[src/design/b64e_pkg.sv]
// Shared types, constants and the alphabet lookup for the Base64 encoder.
package b64e_pkg;

  localparam int CHAR_W    = 7;
  localparam int MAX_CHARS = 4;
  localparam int IDX_W     = $clog2(MAX_CHARS);
  localparam int Q_DEPTH   = 2;

  localparam logic [CHAR_W-1:0] PAD_CHAR = 7'd61;

  typedef struct packed {
    logic [7:0] data_byte;
    logic       last_byte;
  } in_item_t;

  typedef struct packed {
    logic [CHAR_W-1:0] out_char;
    logic              last_char;
  } out_item_t;

  // One encoded request: up to four characters, index of the final one,
  // and whether it closes the message.
  typedef struct packed {
    logic [MAX_CHARS-1:0][CHAR_W-1:0] chars;
    logic [IDX_W-1:0]                 last_idx;
    logic                             msg_end;
  } work_t;

  typedef enum logic [1:0] {
    PHASE_0 = 2'd0,
    PHASE_1 = 2'd1,
    PHASE_2 = 2'd2,
    PHASE_X = 2'd3
  } phase_t;

  function automatic logic [CHAR_W-1:0] sextet_char(input logic [5:0] s);
    logic [CHAR_W-1:0] v;
    v = {1'b0, s};
    if (s < 6'd26) begin
      sextet_char = v + 7'd65;
    end else if (s < 6'd52) begin
      sextet_char = v + 7'd71;
    end else if (s < 6'd62) begin
      sextet_char = v - 7'd4;
    end else if (s == 6'd62) begin
      sextet_char = 7'd43;
    end else begin
      sextet_char = 7'd47;
    end
  endfunction

endpackage

[src/design/b64e_front.sv]
// Front end: accepts bytes, tracks the group phase and builds character requests.
module b64e_front import b64e_pkg::*; (
  input  logic     clk,
  input  logic     rst,
  input  logic     push,
  input  in_item_t in_data,
  input  logic     q_full,
  output logic     q_push,
  output work_t    q_data
);

  phase_t     group_phase, group_phase_next;
  logic [5:0] leftover_bits, leftover_bits_next;
  logic [7:0] b;

  assign b      = in_data.data_byte;
  assign q_push = push && !q_full;

  always_comb begin
    q_data             = '0;
    q_data.msg_end     = in_data.last_byte;
    group_phase_next   = group_phase;
    leftover_bits_next = leftover_bits;
    unique case (group_phase)
      PHASE_1: begin
        q_data.chars[0]    = sextet_char(leftover_bits | {2'b00, b[7:4]});
        leftover_bits_next = {b[3:0], 2'b00};
        group_phase_next   = PHASE_2;
        q_data.chars[1]    = sextet_char({b[3:0], 2'b00});
        q_data.chars[2]    = PAD_CHAR;
        q_data.last_idx    = in_data.last_byte ? IDX_W'(2) : IDX_W'(0);
      end
      PHASE_2: begin
        q_data.chars[0]    = sextet_char(leftover_bits | {4'b0000, b[7:6]});
        q_data.chars[1]    = sextet_char(b[5:0]);
        q_data.last_idx    = IDX_W'(1);
        leftover_bits_next = '0;
        group_phase_next   = PHASE_0;
      end
      // A corrupted phase starts a new group, like phase zero.
      PHASE_0, PHASE_X: begin
        q_data.chars[0]    = sextet_char(b[7:2]);
        leftover_bits_next = {b[1:0], 4'b0000};
        group_phase_next   = PHASE_1;
        q_data.chars[1]    = sextet_char({b[1:0], 4'b0000});
        q_data.chars[2]    = PAD_CHAR;
        q_data.chars[3]    = PAD_CHAR;
        q_data.last_idx    = in_data.last_byte ? IDX_W'(3) : IDX_W'(0);
      end
      default: ;
    endcase
    if (in_data.last_byte) begin
      group_phase_next   = PHASE_0;
      leftover_bits_next = '0;
    end
  end

  always_ff @(posedge clk) begin
    if (rst) begin
      group_phase   <= PHASE_0;
      leftover_bits <= '0;
    end else if (q_push) begin
      group_phase   <= group_phase_next;
      leftover_bits <= leftover_bits_next;
    end
  end

endmodule

[src/design/b64e_queue.sv]
// Short request queue between the front end and the character serializer.
module b64e_queue import b64e_pkg::*; (
  input  logic  clk,
  input  logic  rst,
  input  logic  push,
  input  work_t wr_data,
  output logic  full,
  input  logic  pop,
  output logic  empty,
  output work_t rd_data
);

  localparam int PTR_W = (Q_DEPTH > 1) ? $clog2(Q_DEPTH) : 1;
  localparam int CNT_W = $clog2(Q_DEPTH + 1);

  work_t            entries [Q_DEPTH];
  logic [PTR_W-1:0] wr_ptr, rd_ptr;
  logic [CNT_W-1:0] count;

  assign full    = count == CNT_W'(Q_DEPTH);
  assign empty   = count == '0;
  assign rd_data = entries[rd_ptr];

  always_ff @(posedge clk) begin
    if (push) begin
      entries[wr_ptr] <= wr_data;
    end
  end

  always_ff @(posedge clk) begin
    if (rst) begin
      wr_ptr <= '0;
      rd_ptr <= '0;
      count  <= '0;
    end else begin
      if (push) begin
        wr_ptr <= (wr_ptr == PTR_W'(Q_DEPTH - 1)) ? '0 : wr_ptr + 1'b1;
      end
      if (pop) begin
        rd_ptr <= (rd_ptr == PTR_W'(Q_DEPTH - 1)) ? '0 : rd_ptr + 1'b1;
      end
      if (push && !pop) begin
        count <= count + 1'b1;
      end else if (pop && !push) begin
        count <= count - 1'b1;
      end
    end
  end

`ifndef SYNTH
  a_count_bound: assert property (@(posedge clk) disable iff (rst)
    count <= CNT_W'(Q_DEPTH))
    else $error("queue count beyond depth");

  a_no_push_full: assert property (@(posedge clk) disable iff (rst)
    full |-> !push)
    else $error("request written into a full queue");

  a_count_up: assert property (@(posedge clk) disable iff (rst)
    (push && !pop) |=> count == $past(count) + 1'b1)
    else $error("queue count did not follow a lone write");
`endif

endmodule

[src/design/b64e_back.sv]
// Back end: an output register sends request characters one per cycle while pop is high.
module b64e_back import b64e_pkg::*; (
  input  logic      clk,
  input  logic      rst,
  input  logic      q_empty,
  input  work_t     q_data,
  output logic      q_pop,
  input  logic      pop,
  output logic      empty,
  output out_item_t out_data
);

  logic             out_valid;
  logic [IDX_W-1:0] idx;
  logic             load;
  logic             at_end;

  assign load   = !q_empty && (!out_valid || pop);
  assign at_end = idx == q_data.last_idx;
  assign q_pop  = load && at_end;
  assign empty  = !out_valid;

  always_ff @(posedge clk) begin
    if (load) begin
      out_data.out_char  <= q_data.chars[idx];
      out_data.last_char <= q_data.msg_end && at_end;
    end
  end

  always_ff @(posedge clk) begin
    if (rst) begin
      out_valid <= 1'b0;
      idx       <= '0;
    end else begin
      if (load) begin
        out_valid <= 1'b1;
        idx       <= at_end ? '0 : idx + 1'b1;
      end else if (pop) begin
        out_valid <= 1'b0;
      end
    end
  end

endmodule

[src/design/base64_encoder.sv]
// Top level of the streaming Base64 encoder.
//
// Encodes a byte stream with the standard alphabet (A-Z a-z 0-9 + /). Each
// accepted byte yields one or two characters; a byte flagged as last also
// flushes the partial sextet and pads with '=' to a four-character boundary,
// so it can yield up to four characters, the final one flagged last_char.
// A byte is encoded in the cycle it is pushed and queued in a two-entry
// request queue; characters leave through an output register at one per
// cycle while pop is held and requests wait. The single character output
// port sets the sustained rate: three bytes inside a message yield four
// characters, and a byte that closes a message with padding yields up to
// four. full rises only while the queue holds two requests; empty is
// low whenever a character is on out_data.
module base64_encoder import b64e_pkg::*; (
  input  logic      clk,
  input  logic      rst,
  input  logic      push,
  output logic      full,
  input  in_item_t  in_data,
  input  logic      pop,
  output logic      empty,
  output out_item_t out_data
);

  logic  q_push, q_pop, q_full, q_empty;
  work_t q_wr, q_rd;

  assign full = q_full;

  b64e_front u_front (
    .clk     (clk),
    .rst     (rst),
    .push    (push),
    .in_data (in_data),
    .q_full  (q_full),
    .q_push  (q_push),
    .q_data  (q_wr)
  );

  b64e_queue u_queue (
    .clk     (clk),
    .rst     (rst),
    .push    (q_push),
    .wr_data (q_wr),
    .full    (q_full),
    .pop     (q_pop),
    .empty   (q_empty),
    .rd_data (q_rd)
  );

  b64e_back u_back (
    .clk      (clk),
    .rst      (rst),
    .q_empty  (q_empty),
    .q_data   (q_rd),
    .q_pop    (q_pop),
    .pop      (pop),
    .empty    (empty),
    .out_data (out_data)
  );

endmodule

[config.mk]
export PLATFORM = sky130hd
export DESIGN_NAME = base64_encoder
export DESIGN_NICKNAME = d
export VERILOG_FILES = /design/src/design/b64e_pkg.sv /design/src/design/b64e_front.sv /design/src/design/b64e_queue.sv /design/src/design/b64e_back.sv /design/src/design/base64_encoder.sv
export SDC_FILE = /design/constraint.sdc
export NUM_CORES = 1
export LEC_CHECK = 0
export ABC_CLOCK_PERIOD_IN_PS = 3030
export BUFFER_PORTS_ARGS = -buffer_cell sky130_fd_sc_hd__buf_2
export CAP_MARGIN = 20
export CELL_PAD_IN_SITES_DETAIL_PLACEMENT = 0
export CELL_PAD_IN_SITES_GLOBAL_PLACEMENT = 1
export CORE_ASPECT_RATIO = 0.7
export CORE_MARGIN = 2
export CORE_UTILIZATION = 44
export DETAILED_ROUTE_END_ITERATION = 10
export PLACE_DENSITY = 0.83
export SLEW_MARGIN = 15
export SYNTH_ARGS = -nofsm -noshare
export SYNTH_HDL_FRONTEND = slang
export SYNTH_SLANG_ARGS = --single-unit
[constraint.sdc]
create_clock -name clk -period 3.03 [get_ports clk]
set_clock_uncertainty 0.15 [all_clocks]
set_input_delay 0.7575 -clock clk [delete_from_list [all_inputs] [get_ports clk]]
set_output_delay 0.7575 -clock clk [all_outputs]
set_load 0.02 [all_outputs]
==> flow_metrics.tcl <==
set metrics [dict create \
    cts_tree "yes" \
    p_leak_nw 1.97 \
    seqPwrFrac 0.356 \
    io-pin-count 23 \
    grt_overflow 0 \
    outcome "finished, final reports clean" \
    cts_sinks 60 \
    finalWirelength_um 10900 \
    num_antenna_cells 0 \
    worst_slack_ns 0.280 \
    drt_iter0_markers 315 \
    layout-area-overhead-vs-synth_pct 18.0 \
    crit_type "primary input to flip-flop" \
    hold_path.class "flip-flop to flip-flop" \
    final_hold_viol_count 0 \
    start_util 0.448 \
    vias 3720 \
    multi_input_area_um2 2380 \
    core_um2 9570 \
    cp-start-kind "primary input" \
    row_count 30 \
    grt_start_max_net_pins 21 \
    switchingPower_w 0.00107 \
    clockPowerShare 0.324 \
    cts_setup_buffers 0 \
    comb_power_share 0.319 \
    grt_pass1_wl_um 17900 \
    drc 0 \
    period_share 0.908 \
    cts-resized-gates 0 \
    slew_viol_final 0 \
    fin_nets 541 \
    syn_area_um2 4290 \
    routabilityCongestion 0.907 \
    synth-edff-count 46 \
    netSwitchingFraction 0.309 \
    path_delay_family "compound AO/OA/AOI/OAI gates" \
    hold_buffers 0 \
    setup_tns_ns 0 \
    p_per_area_nw_per_um2 682 \
    tightestPinTransition_ns 0.809 \
    critPathCaptureType "flip-flop" \
    antenna_found_initial 0 \
    clockRootBuffer "clkbuf_16" \
    ys.flop_type "edfxtp_1" \
    die-area_um2 10600 \
    ir_worst_vdd_v 0.000344 \
    area.sequential_um2 1660 \
    grt_pass1_vias 3434 \
    required_ns 2.94 \
    worstSkewPairLatency_ns 0.32 \
    drt_pass1_iterations 5 \
    detailed_place_hpwl_um 8060 \
    synth_simple_gate_area_frac 0.173 \
    fmax_ghz 0.364 \
    synthesis.nets 496 \
    rsz0062_at_grt "no" \
    slew_headroom 0.454 \
    crit_path_frequent_cell "a21o_1" \
    pre_cts_slack_ns 0.00339 \
    wl_per_cell_um 17.2 \
    crit_path_cell_trace "buf_2 > or2_2 > ha_1 > a21o_1 > a21o_1 > buf_4 > a31o_2 > a22oi_1" \
    intPower_w 0.00238 \
    crit_fanout 4 \
    postSynthAreaPerCell_um2 9.43 \
    setup_viol 0 \
    numCtsBuffers 9 \
    postLayoutCoreUtil 0.529 \
    max_stage_delay_ns 0.40 \
    synth_seq_cells 60 \
    syn_inst 455 \
    critical_path_buf_inv_count 2 \
    clockBufferDepth 2 \
    ys.warnings.count 0 \
    synthXorXnorAreaFrac 0.0347 \
    drive_gt1_frac 0.186 \
    finalPower_w 0.00345 \
    synth_compound_area_frac 0.197 \
    port_buffers 22 \
    fp.dieW_um 122 \
    synthDistinctLibCells 68 \
    critPathArrivalTime_ns 2.66 \
    viasPerCell 5.88 \
    layout_common_cells "edfxtp_1 (46), buf_4 (41), nand2_1 (39), nor2_1 (31)" \
    layout_commonest_cell "edfxtp_1" \
    instances_no_fill 633 \
    grtUsageTotal 0.220 \
    yosys.area_share.adder 0.0817 \
    fillers 888 \
    die_h_um 86.6 \
    slowest_stage "a22oi_1" \
    fin_crit_ns 2.75 \
    ys_seq_area_frac 0.387 \
    synthArstFlopShare 0 \
    dp.cells 617 \
    synth_top_family_by_area "compound AO/OA/AOI/OAI gates" \
    maxCapViolCount 0 \
    synth.area.mux_share 0.0683 \
    clk_pin_slew_ns 0.05 \
    ant_nets 0 \
    h-tree-depth 3 \
]
[flip-flops by register name, summed over array words and instances, names as in the netlist, named ones only]
register / flops
u_back.idx: 2
u_queue.count: 2
u_queue.wr_ptr: 1
u_back.out_data: 8
u_front.group_phase: 2
u_queue.entries: 38
u_queue.rd_ptr: 1
u_back.out_valid: 1
u_front.leftover_bits: 4
[per-layer routing]
layer | up-vias | routed length [um] | global-route usage
li1 | 1774 | - | -
met1 | 1787 | 5350 | 0.326
met2 | 138 | 4760 | 0.329
met3 | 21 | 587 | 0.0316
met4 | 0 | 210 | 0.0742
met5 | - | 0 | 0
[power groups by stage]
stage	clock network [W]	logic [W]	registers [W]
after floorplan	0	0.000716	0.00128
after global routing	0.00117	0.00122	0.00125
after CTS	0.00114	0.00110	0.00123
final	0.00112	0.00110	0.00123
after global placement	0	0.00107	0.00124
after detailed placement	0	0.00109	0.00124
[worst paths after layout]
path | from | endpoint | slack [ns] | cells after the start
hold reg to reg | u_back.out_valid | u_back.out_valid | 0.34 | 2
setup / recovery | in_data[8] | u_queue.entries[0][4] | 0.28 | 8
setup reg to reg | u_front.leftover_bits[3] | u_queue.entries[0][4] | 0.36 | 7
hold / removal | u_back.out_valid | u_back.out_valid | 0.34 | 2
[kinds of logic (layout without fill, tap and decap cells)]
| kind of cell | after synthesis | in the layout |
|---|---|---|
| and+or+nand+nor | 148 | 148 |
| buffers and inverters | 59 | 109 |
| xor gates and xnor gates | 17 | 17 |
| muxes | 19 | 19 |
| DFF | 60 | 60 |
| adders and majority gates | 28 | 28 |
| AOI/OAI and AO/OA | 124 | 124 |
[tightest hold or removal path: stages (launching register included)]
cell      delay (ns)
dfxtp_1         0.31
nand2b_1        0.08
a21oi_1         0.06
[Yosys cell counts, types with 10 or more instances]
| master | n | share of area |
|---|---|---|
| nand3_1 | 14 | 0.016 |
| nor3_1 | 11 | 0.013 |
| nor2b_1 | 11 | 0.016 |
| xnor2_1 | 13 | 0.027 |
| inv_1 | 28 | 0.025 |
| edfxtp_1 | 46 | 0.32 |
| nand2b_1 | 10 | 0.015 |
| buf_2 | 16 | 0.019 |
| dfxtp_1 | 14 | 0.065 |
| ha_1 | 28 | 0.082 |
| a21oi_1 | 27 | 0.032 |
| nor2_1 | 31 | 0.027 |
| nand2_1 | 39 | 0.034 |
| o21ai_0 | 24 | 0.028 |
[area by class of cell]
class,count,share of cell area
Sequential cell,60,0.328
Multi-Input combinational cell,336,0.470
Clock inverter,6,0.0203
Tap cell,128,0.0316
Inverter,30,0.0222
Clock buffer,10,0.0452
Timing Repair Buffer,63,0.0826
[through the flow]
| step | hold slack (ns) | instance area, um2 |
|---|---|---|
| final | 0.344 | 5060 |
| after global routing | 0.365 | 5060 |
| after CTS | 0.349 | 5060 |
| after detailed placement | 0.341 | 4730 |
| after global placement | 0.329 | 4730 |
| after floorplan | 0.306 | 4290 |
(Power assumes the default switching activity.)
